File: src/mtwg_cell.sv
// One state cell of the ring: a 32-bit word handed on to its neighbor on each step.
module mtwg_cell (
    input  logic        i_clk,
    input  logic        i_en,
    input  logic [31:0] i_d,
    output logic [31:0] o_q
);

    logic [31:0] r_word;

    always_ff @(posedge i_clk) begin
        if (i_en) begin
            r_word <= i_d;
        end
    end

    assign o_q = r_word;

endmodule

File: config.mk
export PLATFORM = sky130hd
export DESIGN_NAME = mtwg_cell
export DESIGN_NICKNAME = d
export VERILOG_FILES = /design/src/mtwg_cell.sv
export SDC_FILE = /design/constraint.sdc
export NUM_CORES = 1
export LEC_CHECK = 0
export BUFFER_PORTS_ARGS = -buffer_cell sky130_fd_sc_hd__buf_2
export CAP_MARGIN = 40
export CORE_MARGIN = 2
export CORE_UTILIZATION = 35
export DETAILED_ROUTE_END_ITERATION = 8
export PLACE_DENSITY_LB_ADDON = 0.25
export SLEW_MARGIN = 20
export SYNTH_ARGS = -nofsm -noshare
export SYNTH_HDL_FRONTEND = slang
export SYNTH_SLANG_ARGS = --single-unit
export TNS_END_PERCENT = 100
File: constraint.sdc
create_clock -name i_clk -period 0.8 [get_ports i_clk]
set_clock_uncertainty 0.05 [all_clocks]
set_input_delay 0.04 -clock i_clk [delete_from_list [all_inputs] [get_ports i_clk]]
set_output_delay 0.04 -clock i_clk [all_outputs]
set_load 0.05 [all_outputs]
== Word level (Yosys, flattened, before mapping) ==
Index checks and enable logic that the tools add are counted.
Storage, ports and cells
  bits in registers: 32
  bits of input ports: 34
  output and inout bits: 32

== Depth between registers and ports, before layout ==
  word-level depth: 0
  depth in mapped cells: 0
  gate-level depth less buffers: 0

== Worst setup path before layout ==
No wires, ideal clock.
  kind: register to output
  start point: reg r_word[0] (netlist: o_q[0])
  end point: out o_q[0]
  arrival time: 0.601 ns
  data required time: 0.710 ns
  slack: 0.109 ns
  cell stages (with the launch flop): 1
  cell sequence: edfxtp_1
RTL lines
  from (decl): line 9  | logic [31:0] r_word;
  from (signal assigned): line 13  | r_word <= i_d;
  to (decl): line 6  | output logic [31:0] o_q
No word-level cell between the ends.

== Final worst setup path ==
  start point: reg r_word[16] (netlist: o_q[16])
  end point: out o_q[16]
No word-level cell between the ends.

==> impl_results.md <==
- Post-route ant nets: 0
- Die area: 0.00318 sq mm
- CP peak stage delay: 0.42 ns
- Final WS setup: -0.200 ns
- Post-route DRC: 0
- Status: finished with violations
- CP required: 0.71 ns
- Maxcap violations: 0
- RSZ-0062 raised after global routing: true
- Synthesized instance count: 32
- First-pass GRT wire length: 3590 um
- Hold Crit Class: primary input to register
- Fraction of the cycle the final worst path needs: 125%
- Total global routing overflow: 0
- Maximum VDD drop: 1.98 mV
- Final GP Congestion: 0.640
- Largest net degree at the start of global routing: 19
- Worst-margin pin slew: 0.116 ns
- Crit path kind: register to output pin
- Hpwl dp: 1200 um
- Tmin final: 1.00 ns
- Final setup viols: 32
- H-Tree Depth: 2
- Critical path's slowest cell: edfxtp_1
- Hold Slack: 0.0929 ns
- Number of port buffers: 65
- CTS buffer count: 5
- Clock root buffer master: clkbuf_4
- Multi-input logic area: 0 sq um
- Number of flip-flops in the largest register: 32
- Detailed Route Iter0 Violations: 11
- Final total power: 4.22 mW
- Synth warn: 0
- Mapped cell area: 961 sq um
- CTS Buffer Depth: 2
- Initial antenna violation count: 0
- CP Capture Type: output pin
- Ports: 66
- Count of final hold-check violations: 0
- All-Layer GR Usage: 16.0%
- Post-place setup slack: 0.105 ns
- Fmax: 1000 MHz
- CP startpoint: o_q[16]$_DFFE_PP_
- Placed cell areas: 0.00136 sq mm
- CP max FO: 1
- Seq/Total Area, Yosys: 100%
- Relative slew slack: 92.3%
- Drt total wl: 2330 um
- Buf/Inv on CP: 1
- Die height: 56.4 um
- CP startpoint kind: register
- Leakage: 0.830 nW
- CORE AREA: 0.00254 sq mm
- Net count reported at finish: 172
- Multi-input gates: 0
- WL per Instance: 13.8 um
- Placement Rows: 18
- Worst-path clk slew: 0.10 ns
- Crit-path cells: buf_6
- Syn nets: 66
- Ratio of cells with drive above 1 in the final layout: 54.0%
- Violated checks: setup timing
- # diodes: 0
- Vias per cell: 4.14
- Vias in the first global route: 796
- Die Span X: 56.4 um
- Final number of max-transition violations: 0
- Clock sinks: 32
- Post-route cell area: 0.00196 sq mm
- CP top delay family: flip-flops
- Synth-to-Final Area Change: 104%
- CP arrival: 0.91 ns
- Post-synthesis register bit count: 32
- Worst Min Path Start: i_en
- Vias: 700
- Power density cells: 2150 mW/mm^2
- Starting Density: 37.8%
- DRT Pass-1 Iters: 3
- Synthesized area per cell: 30.0 sq um
- Unique masters post-synth: 1
- TritonCTS clock tree: done
## stage by stage
| stage | cells | util (%) | TNS [ns] |
|---|---|---|---|
| 6_report | 169 | 77.2 | -5.32 |
| 5_1_grt | 169 | 77.2 | -6.89 |
| 4_1_cts | 169 | 77.2 | -6.00 |
| 3_5_place_dp | 129 | 53.6 | 0 |
| 3_3_place_gp | 129 | 53.6 | 0 |
| 2_1_floorplan | 32 | - | 0 |
## worst paths after layout
kind,end,slack (ns),cells after the start
worst max-delay path,o_q[16],-0.20,1
worst min-delay path,o_q[25]$_DFFE_PP_,0.09,2
## placed cells by master, fill, tap and decap left out
cell type	count
bufinv_16	1
edfxtp_1	32
clkinvlp_4	1
clkbuf_4	5
dlygate4sd3_1	32
buf_2	33
clkinv_2	1
buf_6	32
buf_12	2
## power by group
group | internal [mW] | leakage [nW] | switching [mW]
logic | 0.413 | 0.476 | 0.581
registers | 1.99 | 0.313 | 0.0600
clock network | 0.652 | 0.0412 | 0.517
total | 3.06 | 0.830 | 1.16
## Yosys cell counts
master / count / area, sq um
edfxtp_1: 32 / 961
## final cells by class
type | instances | area [sq um]
fill | 152 | 581
clock inverter | 3 | 42.5
sequential | 32 | 961
timing repair buffer | 99 | 886
tap | 30 | 37.5
clock buffer | 5 | 37.5
## cells by family after synthesis
group       after synthesis  share of synthesized area [%]
flip-flops               32                            100
## per-layer routing
layer	GRT usage [%]	routed length, um
met4	5.10	29
met1	14.9	772
met3	7.14	191
met2	30.8	1330
met5	0	0
## what timing repair did
| action | 4_1_cts | 5_1_grt |
|---|---|---|
| buffers inserted | 0 | 0 |
| gates resized for setup | 64 | 0 |
| hold endpoints to repair | 32 | 0 |
| hold buffers | 32 | 0 |
| endpoints found under the setup margin | 32 | 32 |
| pin swaps | 0 | 0 |
Note: power is estimated with default switching activity, not from simulation.
