===== src/mtwg_pkg.sv =====
// Shared constants, codes, types and word functions of the MT19937 word generator.
package mtwg_pkg;

    localparam int STATE_WORDS  = 624;
    localparam int TWIST_OFFSET = 397;
    localparam int PTR_W        = 10;
    localparam int J_W          = 10;
    localparam int K_W          = 11;

    localparam logic [31:0] SEED_MULT    = 32'd1812433253;
    localparam logic [31:0] KEY_SEED     = 32'd19650218;
    localparam logic [31:0] MIX1_MULT    = 32'd1664525;
    localparam logic [31:0] MIX2_MULT    = 32'd1566083941;
    localparam logic [31:0] HIGH_BIT     = 32'h8000_0000;
    localparam logic [31:0] DEFAULT_SEED = 32'd5489;
    localparam logic [31:0] TEMPER_B     = 32'h9d2c_5680;
    localparam logic [31:0] TEMPER_C     = 32'hefc6_0000;
    localparam logic [31:0] TWIST_MATRIX = 32'h9908_b0df;

    localparam logic [1:0] REQ_SEED = 2'd0;
    localparam logic [1:0] REQ_KEY  = 2'd1;
    localparam logic [1:0] REQ_GEN  = 2'd2;

    typedef enum logic [2:0] {
        OP_SEED0 = 3'd0,
        OP_SEEDN = 3'd1,
        OP_ROT   = 3'd2,
        OP_COPY  = 3'd3,
        OP_MIX1  = 3'd4,
        OP_MIX2  = 3'd5,
        OP_HIGH  = 3'd6,
        OP_TWIST = 3'd7
    } t_op;

    typedef struct packed {
        t_op              op;
        logic [PTR_W-1:0] ptr;
        logic [J_W-1:0]   j_idx;
    } t_mix_ctl;

    function automatic logic [31:0] temper(input logic [31:0] x);
        logic [31:0] y;
        y = x;
        y = y ^ (y >> 11);
        y = y ^ ((y << 7) & TEMPER_B);
        y = y ^ ((y << 15) & TEMPER_C);
        y = y ^ (y >> 18);
        return y;
    endfunction

    function automatic logic [31:0] twist_word(input logic [31:0] cur,
                                               input logic [31:0] nxt,
                                               input logic [31:0] far_word);
        logic [31:0] y;
        y = {cur[31], nxt[30:0]};
        return far_word ^ (y >> 1) ^ (y[0] ? TWIST_MATRIX : 32'd0);
    endfunction

endpackage


===== src/mtwg_mix.sv =====
// Next-word unit: computes the word that enters the tail of the ring on a step.
module mtwg_mix (
    input  mtwg_pkg::t_mix_ctl i_ctl,
    input  logic [31:0]        i_seed,
    input  logic [31:0]        i_key,
    input  logic [31:0]        i_head,
    input  logic [31:0]        i_head_next,
    input  logic [31:0]        i_far,
    input  logic [31:0]        i_tail,
    output logic [31:0]        o_word
);
    import mtwg_pkg::*;

    logic [31:0] w_fold;
    logic [31:0] w_mult;
    logic [31:0] w_prod;
    logic [31:0] w_ptr;
    logic [31:0] w_j;

    assign w_fold = i_tail ^ (i_tail >> 30);
    assign w_ptr  = {{(32-PTR_W){1'b0}}, i_ctl.ptr};
    assign w_j    = {{(32-J_W){1'b0}}, i_ctl.j_idx};

    always_comb begin
        case (i_ctl.op)
            OP_MIX1: w_mult = MIX1_MULT;
            OP_MIX2: w_mult = MIX2_MULT;
            default: w_mult = SEED_MULT;
        endcase
    end

    assign w_prod = w_fold * w_mult;

    always_comb begin
        unique case (i_ctl.op)
            OP_SEED0: o_word = i_seed;
            OP_SEEDN: o_word = w_prod + w_ptr;
            OP_ROT:   o_word = i_head;
            OP_COPY:  o_word = i_tail;
            OP_MIX1:  o_word = (i_head ^ w_prod) + i_key + w_j;
            OP_MIX2:  o_word = (i_head ^ w_prod) - w_ptr;
            OP_HIGH:  o_word = HIGH_BIT;
            OP_TWIST: o_word = twist_word(i_head, i_head_next, i_far);
            default:  o_word = i_head;
        endcase
    end

endmodule


===== config.mk =====
export PLATFORM = sky130hd
export DESIGN_NAME = mtwg_mix
export DESIGN_NICKNAME = d
export VERILOG_FILES = /design/src/mtwg_pkg.sv /design/src/mtwg_mix.sv
export SDC_FILE = /design/constraint.sdc
export NUM_CORES = 1
export LEC_CHECK = 0
export ABC_AREA = 1
export BUFFER_PORTS_ARGS = -buffer_cell sky130_fd_sc_hd__buf_2
export CORE_MARGIN = 2
export CORE_UTILIZATION = 49
export DETAILED_ROUTE_END_ITERATION = 8
export GPL_TIMING_DRIVEN = 1
export PLACE_DENSITY = 0.69
export SYNTH_ARGS = -nofsm -noshare
export SYNTH_HDL_FRONTEND = slang
export SYNTH_SLANG_ARGS = --single-unit

===== constraint.sdc =====
create_clock -name vclk -period 16
set_clock_uncertainty 0.05 [all_clocks]
set_input_delay 2.4 -clock vclk [all_inputs]
set_output_delay 2.4 -clock vclk [all_outputs]
set_load 0.1 [all_outputs]

# Word level (Yosys, flattened, before mapping)
# Cells that the tools add are included.
word_totals:
  register_bits: 0
  latch_bits: 0
  ram_bits: 0
  rom_bits: 0
  input_bits: 215
  output_inout_bits: 32
  memories: 0
classes:
  add_sub_neg: 4
  mul: 1
  n_div: 0
  order_cmp: 0
  n_eq_ne: 7
  shift: 0
  muxes: 3
  bitwise: 4
  reduce_logical: 1
ops:
  columns: ["operator", "n"]
  rows:
  - ["case mux 32 bit (8 select lines)", 1]
  - ["adder 32 x 10 -> 32 bit", 2]
  - ["bitwise XOR 32 bit", 2]
  - ["case mux 31 bit (2 select lines)", 1]
  - ["adder 32 bit", 1]
  - ["multiplier 32 x 32 -> 32 bit", 1]
  - ["2-to-1 mux 32 bit", 1]
  - ["subtractor 32 x 10 -> 32 bit", 1]
  - ["bitwise XOR 32 x 2 -> 32 bit", 1]
  - ["bitwise XOR 32 x 31 -> 32 bit", 1]
  - ["equality test 3 bit (second input constant)", 4]
  - ["equality test 3 x 2 -> 1 bit (second input constant)", 2]
  - ["equality test 3 x 1 -> 1 bit (second input constant)", 1]
  - ["logical NOT 3 bit", 1]

# Logic depth before layout (Yosys ltp)
# Gate-level depths: netlist of the first run.
depth:
  word_depth: 7
  depth_mapped: 50
  mapped_depth_nobuf: 50

# Worst setup path before layout of the first run
# OpenSTA, ideal clock, no wires.
synth_timing:
  path_type: "input -> output"
  from: "input i_ctl[22] in the netlist's numbering"
  to: "output o_word[30]"
  t_arrival_ns: 12.225
  required_time_ns: 13.550
  path_slack_ns: 1.325
  path_stages: 47
  path_cell_list: "buf_2 -> nand2_1 -> inv_1 -> clkbuf_1 -> clkbuf_1 -> buf_1 -> nor2_1 -> ha_1 -> fa_1 -> fa_1 -> inv_1 -> fa_1 -> inv_1 -> fa_1 -> inv_1 -> fa_1 -> inv_1 -> fa_1 -> (+11 left out) -> nand2_1 -> inv_1 -> nor2_1 -> nor2_1 -> ha_1 -> a21oi_1 -> inv_1 -> a21oi_1 -> inv_1 -> a221oi_1 -> o21ai_0 -> nand2_1 -> nand3_1 -> a21oi_1 -> o21ai_0 -> nand3_1 -> nor2_1 -> a21oi_1"
synth_via:
  elab_chain_len: 7
  elab_cells_between_ends: 16
synth_lines:
  columns: ["element", "line", "text"]
  rows:
  - ["start: declaration", "mtwg_mix.sv:3", "input mtwg_pkg::t_mix_ctl i_ctl,"]
  - ["equality test 3 bit", "mtwg_mix.sv:25, mtwg_mix.sv:35", null]
  - ["case mux 31 bit (2 select lines)", "mtwg_mix.sv:25", "case (i_ctl.op)"]
  - ["multiplier 32 x 32 -> 32 bit", "mtwg_mix.sv:32", "assign w_prod = w_fold * w_mult;"]
  - ["bitwise XOR 32 bit", "mtwg_mix.sv:40, mtwg_mix.sv:41", null]
  - ["adder 32 bit", "mtwg_mix.sv:40", "OP_MIX1: o_word = (i_head ^ w_prod) + i_key + w_j;"]
  - ["adder 32 x 10 -> 32 bit", "mtwg_mix.sv:40", null]
  - ["case mux 32 bit (8 select lines) (*)", "mtwg_mix.sv:35", "unique case (i_ctl.op)"]
  - ["end: declaration", "mtwg_mix.sv:10", "output logic [31:0] o_word"]
# Every way passes the cells marked *; elsewhere a longest branch is shown, timed or not.

# Final worst setup path of the first run
layout_timing:
  from: "input i_ctl[21] in the netlist's numbering"
  to: "output o_word[30]"
# The elaborated chain is that of the path after synthesis.

==> impl_metrics.xml, run 1 <==
<?xml version="1.0" encoding="UTF-8"?>
<metrics>
  <group name="status">
    <metric name="run_status" unit="">completed</metric>
  </group>
  <group name="grt">
    <metric name="maximum_number_of_pins_on_one_net_before_global_route_repair" unit="">30</metric>
    <metric name="first_pass_grt_wire_length" unit="um">105000</metric>
    <metric name="grt_overflow" unit="">0</metric>
    <metric name="grt_pass1_vias" unit="">19300</metric>
    <metric name="grt_usage" unit="">0.336</metric>
    <metric name="grt_antenna_before_repair" unit="">2</metric>
  </group>
  <group name="cells_and_area">
    <metric name="multi_input_area" unit="um2">16500</metric>
    <metric name="final_net_count" unit="">3740</metric>
    <metric name="sequential_cell_total" unit="">0</metric>
    <metric name="final-seq-area" unit="um2">0</metric>
    <metric name="num-fill-cells" unit="">3854</metric>
    <metric name="clock_buffer_count" unit="">0</metric>
    <metric name="mostFrequentLayoutCells" unit="">sky130_fd_sc_hd__inv_1 (674), sky130_fd_sc_hd__nand2_1 (476), sky130_fd_sc_hd__fa_1 (287), sky130_fd_sc_hd__ha_1 (276), sky130_fd_sc_hd__nor2_1 (256)</metric>
    <metric name="areaGrowthSynthToFinish" unit="%">9.89</metric>
    <metric name="mostFrequentLayoutCell" unit="">sky130_fd_sc_hd__inv_1</metric>
    <metric name="final_layout_size_suffix_gt1_frac" unit="">0.115</metric>
  </group>
  <group name="floorplanning">
    <metric name="ios" unit="">247</metric>
    <metric name="die-height" unit="um">202</metric>
    <metric name="die_x" unit="um">202</metric>
    <metric name="fp.dieArea" unit="um2">40700</metric>
    <metric name="placeableCoreArea" unit="um2">38600</metric>
    <metric name="placement_rows" unit="">72</metric>
    <metric name="initial_utilization" unit="">0.495</metric>
  </group>
  <group name="worst_hold_path">
    <metric name="holdCritPathClass" unit="">in2out</metric>
  </group>
  <group name="route">
    <metric name="avgRoutedWirePerCell" unit="um">19.5</metric>
    <metric name="dr.first_iter.drc_count" unit="">1498</metric>
    <metric name="number_of_iterations_in_the_first_detailed_routing_pass" unit="">6</metric>
    <metric name="vias" unit="">18800</metric>
    <metric name="totalWireLength" unit="um">67900</metric>
    <metric name="drc_violations" unit="">0</metric>
    <metric name="remaining_number_of_nets_flagged_by_the_antenna_check_after_routing" unit="">0</metric>
    <metric name="avgViaCountPerCell" unit="">5.40</metric>
  </group>
  <group name="setup_path">
    <metric name="cp_common_cell" unit="">sky130_fd_sc_hd__inv_1</metric>
    <metric name="crit_path_top_delay_cell" unit="">sky130_fd_sc_hd__inv_1</metric>
    <metric name="path_delay_family" unit="">adder cells</metric>
    <metric name="crit_type" unit="">in2out</metric>
    <metric name="critPathArrivalTime" unit="ps">12560</metric>
    <metric name="worst_setup_path_start_kind" unit="">primary input</metric>
    <metric name="crit_path_end_kind" unit="">primary output</metric>
    <metric name="max_stage_delay" unit="ps">560</metric>
    <metric name="cp_data_required_time" unit="ps">13550</metric>
    <metric name="timing.critical_path.fanout_max" unit="">18</metric>
    <metric name="critical_path_buf_inv_count" unit="">12</metric>
  </group>
  <group name="timing">
    <metric name="finalSetupViolCount" unit="">0</metric>
    <metric name="fmax" unit="MHz">66.6</metric>
    <metric name="period_share" unit="">0.938</metric>
    <metric name="rsz0062_at_grt" unit="">no</metric>
    <metric name="maxSlewHeadroom" unit="">0.441</metric>
    <metric name="final_period_minus_worst_setup_slack" unit="ps">15010</metric>
    <metric name="final-max-slew-violation-count" unit="">0</metric>
    <metric name="worst_pin_slew" unit="ps">818</metric>
    <metric name="finalSetupTns" unit="ps">0</metric>
    <metric name="final_hold_viol_count" unit="">0</metric>
  </group>
  <group name="clock_network">
    <metric name="cts_resized" unit="">0</metric>
    <metric name="postCtsHoldBufs" unit="">0</metric>
    <metric name="cts_post_setup_buffers_inserted" unit="">0</metric>
  </group>
  <group name="logic_synthesis">
    <metric name="ys_types" unit="">57</metric>
    <metric name="synth_top_cells_by_area" unit="">sky130_fd_sc_hd__fa_1 (30%), sky130_fd_sc_hd__ha_1 (18%), sky130_fd_sc_hd__inv_1 (13%)</metric>
    <metric name="post-synth-top-area-cell" unit="">sky130_fd_sc_hd__fa_1</metric>
    <metric name="synth.yosys.warnings" unit="">0</metric>
    <metric name="postSynthAreaPerCell" unit="um2">7.00</metric>
    <metric name="syn-instance-count" unit="">2734</metric>
    <metric name="yosys.area.top_type_share" unit="">0.300</metric>
    <metric name="synthesis.area" unit="um2">19100</metric>
    <metric name="yosysSeqAreaShare" unit="">0</metric>
  </group>
  <group name="place">
    <metric name="globalplace.congestion" unit="">0.949</metric>
    <metric name="port_buffers" unit="">246</metric>
    <metric name="hpwlAfterDp" unit="um">61000</metric>
  </group>
  <group name="job">
    <metric name="max-cap-violations" unit="">0</metric>
  </group>
</metrics>
[logic make-up after synthesis]
kind of cell | Yosys count | synth area share
adder cells (fa/ha/maj) | 563 | 0.480
other | 2 | 0.000392
XOR/XNOR | 95 | 0.0476
AND/OR/NAND/NOR | 1014 | 0.228
AO/OA/AOI/OAI | 332 | 0.100
buffers and inverters | 728 | 0.143
[tightest hold or removal path, stage by stage]
cell	delay, ps
sky130_fd_sc_hd__buf_2	100
sky130_fd_sc_hd__nand2_1	60
sky130_fd_sc_hd__nand2_1	50
sky130_fd_sc_hd__buf_2	280
[worst paths after layout]
| kind | startpoint | endpoint | slack (ps) | cells past startpoint |
|---|---|---|---|---|
| worst max-delay path | i_ctl[21] | o_word[30] | 990 | 47 |
| worst min-delay path | i_seed[8] | o_word[8] | 5250 | 4 |
[through the flow]
stage	setup WS, ps	hold slack, ps	cell area, um2	cells	util
3_5_place_dp	1180	5250	21000	3478	0.544
4_1_cts	1110	5250	21000	3478	0.544
5_1_grt	443	5280	21000	3479	0.544
3_3_place_gp	1200	5250	21000	3478	0.544
6_report	991	5250	21000	3479	0.544
2_1_floorplan	1320	5190	19200	2741	-
[layer usage]
| metal | track usage | vias up | part of all wire |
|---|---|---|---|
| li1 | - | 8962 | - |
| met1 | 0.426 | 8900 | 0.40 |
| met2 | 0.591 | 806 | 0.48 |
| met3 | 0.0353 | 106 | 0.072 |
| met4 | 0.128 | 2 | 0.045 |
| met5 | 0 | - | 0.00010 |
[layout make-up]
| type | count | share of cell area |
|---|---|---|
| antenna | 1 | 0.000119 |
| inverter | 683 | 0.122 |
| multi-input combinational | 2013 | 0.782 |
| tap | 518 | 0.0308 |
| timing repair buffer | 264 | 0.0649 |
[synthesized netlist by cell type, drive strengths merged (2+ instances only)]
master   instances
nor2           269
a211oi           7
a21o             4
o2111ai          5
clkbuf          34
o211ai          10
inv            678
conb             2
o21bai           9
a21boi           2
xnor2           41
a2111oi          3
o22ai           12
nor4             5
buf             11
ha             276
o21a             3
xor2            54
a21oi          130
a31oi            4
nand2          486
o21ai          111
o221ai           4
a31o             2
nand3b          11
nor3            29
a22oi           14
a221oi           6
or2             19
nand4           40
nand3          153
clkinv           5
fa             287
Power of run 1 is not shown: default switching activity piles up to over one toggle a cycle in this logic, so the estimate is an artifact.
==> inputs of run 2 (changes only) <==
==> constraint.sdc (replaced) <==
create_clock -name vclk -period 18.22
set_clock_uncertainty 0.05 [all_clocks]
set_input_delay 2.733 -clock vclk [all_inputs]
set_output_delay 2.733 -clock vclk [all_outputs]
set_load 0.1 [all_outputs]
==> impl_metrics.xml, run 2 (same netlist as run 1, synthesis figures left out) <==
<?xml version="1.0" encoding="UTF-8"?>
<metrics>
  <group name="clock_network">
    <metric name="postCtsHoldBufs" unit="">0</metric>
    <metric name="cts_post_setup_buffers_inserted" unit="">0</metric>
    <metric name="cts_resized" unit="">0</metric>
  </group>
  <group name="cells_and_area">
    <metric name="mostFrequentLayoutCells" unit="">sky130_fd_sc_hd__inv_1 (674), sky130_fd_sc_hd__nand2_1 (476), sky130_fd_sc_hd__fa_1 (287), sky130_fd_sc_hd__ha_1 (276), sky130_fd_sc_hd__nor2_1 (256)</metric>
    <metric name="mostFrequentLayoutCell" unit="">sky130_fd_sc_hd__inv_1</metric>
    <metric name="final-seq-area" unit="um2">0</metric>
    <metric name="num-fill-cells" unit="">3796</metric>
    <metric name="sequential_cell_total" unit="">0</metric>
    <metric name="final_layout_size_suffix_gt1_frac" unit="">0.113</metric>
    <metric name="clock_buffer_count" unit="">0</metric>
    <metric name="utilization" unit="">0.544</metric>
    <metric name="areaGrowthSynthToFinish" unit="%">9.73</metric>
    <metric name="final_net_count" unit="">3736</metric>
  </group>
  <group name="timing">
    <metric name="worst_hold_slack" unit="ps">5910</metric>
    <metric name="fmax" unit="MHz">61.5</metric>
    <metric name="finalSetupTns" unit="ps">0</metric>
    <metric name="period_share" unit="">0.892</metric>
    <metric name="maxSlewHeadroom" unit="">0.432</metric>
    <metric name="worst_pin_slew" unit="ps">830</metric>
    <metric name="final_period_minus_worst_setup_slack" unit="ps">16260</metric>
    <metric name="final_hold_viol_count" unit="">0</metric>
    <metric name="final-max-slew-violation-count" unit="">0</metric>
    <metric name="post-route-worst-setup-slack" unit="ps">1960</metric>
    <metric name="finalSetupViolCount" unit="">0</metric>
    <metric name="rsz0062_at_grt" unit="">no</metric>
  </group>
  <group name="floorplanning">
    <metric name="die-height" unit="um">202</metric>
    <metric name="placeableCoreArea" unit="um2">38600</metric>
    <metric name="placement_rows" unit="">72</metric>
    <metric name="die_x" unit="um">202</metric>
    <metric name="initial_utilization" unit="">0.495</metric>
    <metric name="fp.dieArea" unit="um2">40700</metric>
    <metric name="ios" unit="">247</metric>
  </group>
  <group name="grt">
    <metric name="grt_antenna_before_repair" unit="">2</metric>
    <metric name="maximum_number_of_pins_on_one_net_before_global_route_repair" unit="">33</metric>
    <metric name="grt_overflow" unit="">0</metric>
    <metric name="first_pass_grt_wire_length" unit="um">105000</metric>
    <metric name="grt_usage" unit="">0.337</metric>
    <metric name="grt_pass1_vias" unit="">19400</metric>
  </group>
  <group name="setup_path">
    <metric name="cp_data_required_time" unit="ps">15440</metric>
    <metric name="crit_path_end_kind" unit="">primary output</metric>
    <metric name="critPathArrivalTime" unit="ps">13480</metric>
    <metric name="path_delay_family" unit="">adder cells</metric>
    <metric name="timing.critical_path.depth" unit="">48</metric>
    <metric name="crit_type" unit="">in2out</metric>
    <metric name="worst_setup_path_start_kind" unit="">primary input</metric>
    <metric name="timing.critical_path.fanout_max" unit="">25</metric>
    <metric name="crit_path_top_delay_cell" unit="">sky130_fd_sc_hd__fa_1</metric>
    <metric name="max_stage_delay" unit="ps">540</metric>
    <metric name="critical_path_buf_inv_count" unit="">11</metric>
  </group>
  <group name="place">
    <metric name="hpwlAfterDp" unit="um">61000</metric>
    <metric name="globalplace.congestion" unit="">0.957</metric>
    <metric name="place_ws" unit="ps">2120</metric>
    <metric name="port_buffers" unit="">246</metric>
  </group>
  <group name="route">
    <metric name="avgRoutedWirePerCell" unit="um">19.6</metric>
    <metric name="avgViaCountPerCell" unit="">5.41</metric>
    <metric name="vias" unit="">18800</metric>
    <metric name="totalWireLength" unit="um">68000</metric>
    <metric name="number_of_iterations_in_the_first_detailed_routing_pass" unit="">5</metric>
    <metric name="drc_violations" unit="">0</metric>
    <metric name="remaining_number_of_nets_flagged_by_the_antenna_check_after_routing" unit="">0</metric>
    <metric name="dr.first_iter.drc_count" unit="">1361</metric>
  </group>
  <group name="job">
    <metric name="max-cap-violations" unit="">0</metric>
  </group>
  <group name="worst_hold_path">
    <metric name="holdCritPathClass" unit="">in2out</metric>
    <metric name="min_delay_path_depth" unit="">4</metric>
  </group>
  <group name="status">
    <metric name="run_status" unit="">completed</metric>
  </group>
</metrics>
run 2: cell types whose count changed in the layout (fill, tap and decap cells not counted), sizes merged:
| cell | previous run | this run |
|---|---|---|
| buf | 264 | 260 |
run 2: final timing paths:
check  slack [ps]      start          to
max          1960  i_ctl[21]  o_word[30]
min          5910  i_seed[8]   o_word[8]
run 2: per-layer routing:
metal	routed length, um	global-route usage
met2	32300	0.590
met3	4460	0.0173
met4	3250	0.133
met1	27900	0.438
met5	13	0
run 2: tightest hold or removal path: stages:
cell                      delay (ps)
sky130_fd_sc_hd__buf_2           100
sky130_fd_sc_hd__nand2_1          60
sky130_fd_sc_hd__nand2_1          50
sky130_fd_sc_hd__buf_2           280
run 2: cell type report:
| type | count | area (um2) | area share |
|---|---|---|---|
| repair buffers | 260 | 1340 | 0.0636 |
| multi-input cells | 2013 | 16500 | 0.783 |
| diodes | 1 | 2.50 | 0.000119 |
| inverters | 683 | 2560 | 0.122 |
| well taps | 518 | 648 | 0.0308 |
run 2: per-stage QoR:
stage | instances | cell area, um2
global route | 3475 | 21000
floorplan | 2741 | 19200
finish | 3475 | 21000
detailed placement | 3474 | 21000
global placement | 3474 | 21000
CTS | 3474 | 21000
Power of run 2 is left out for the same reason.
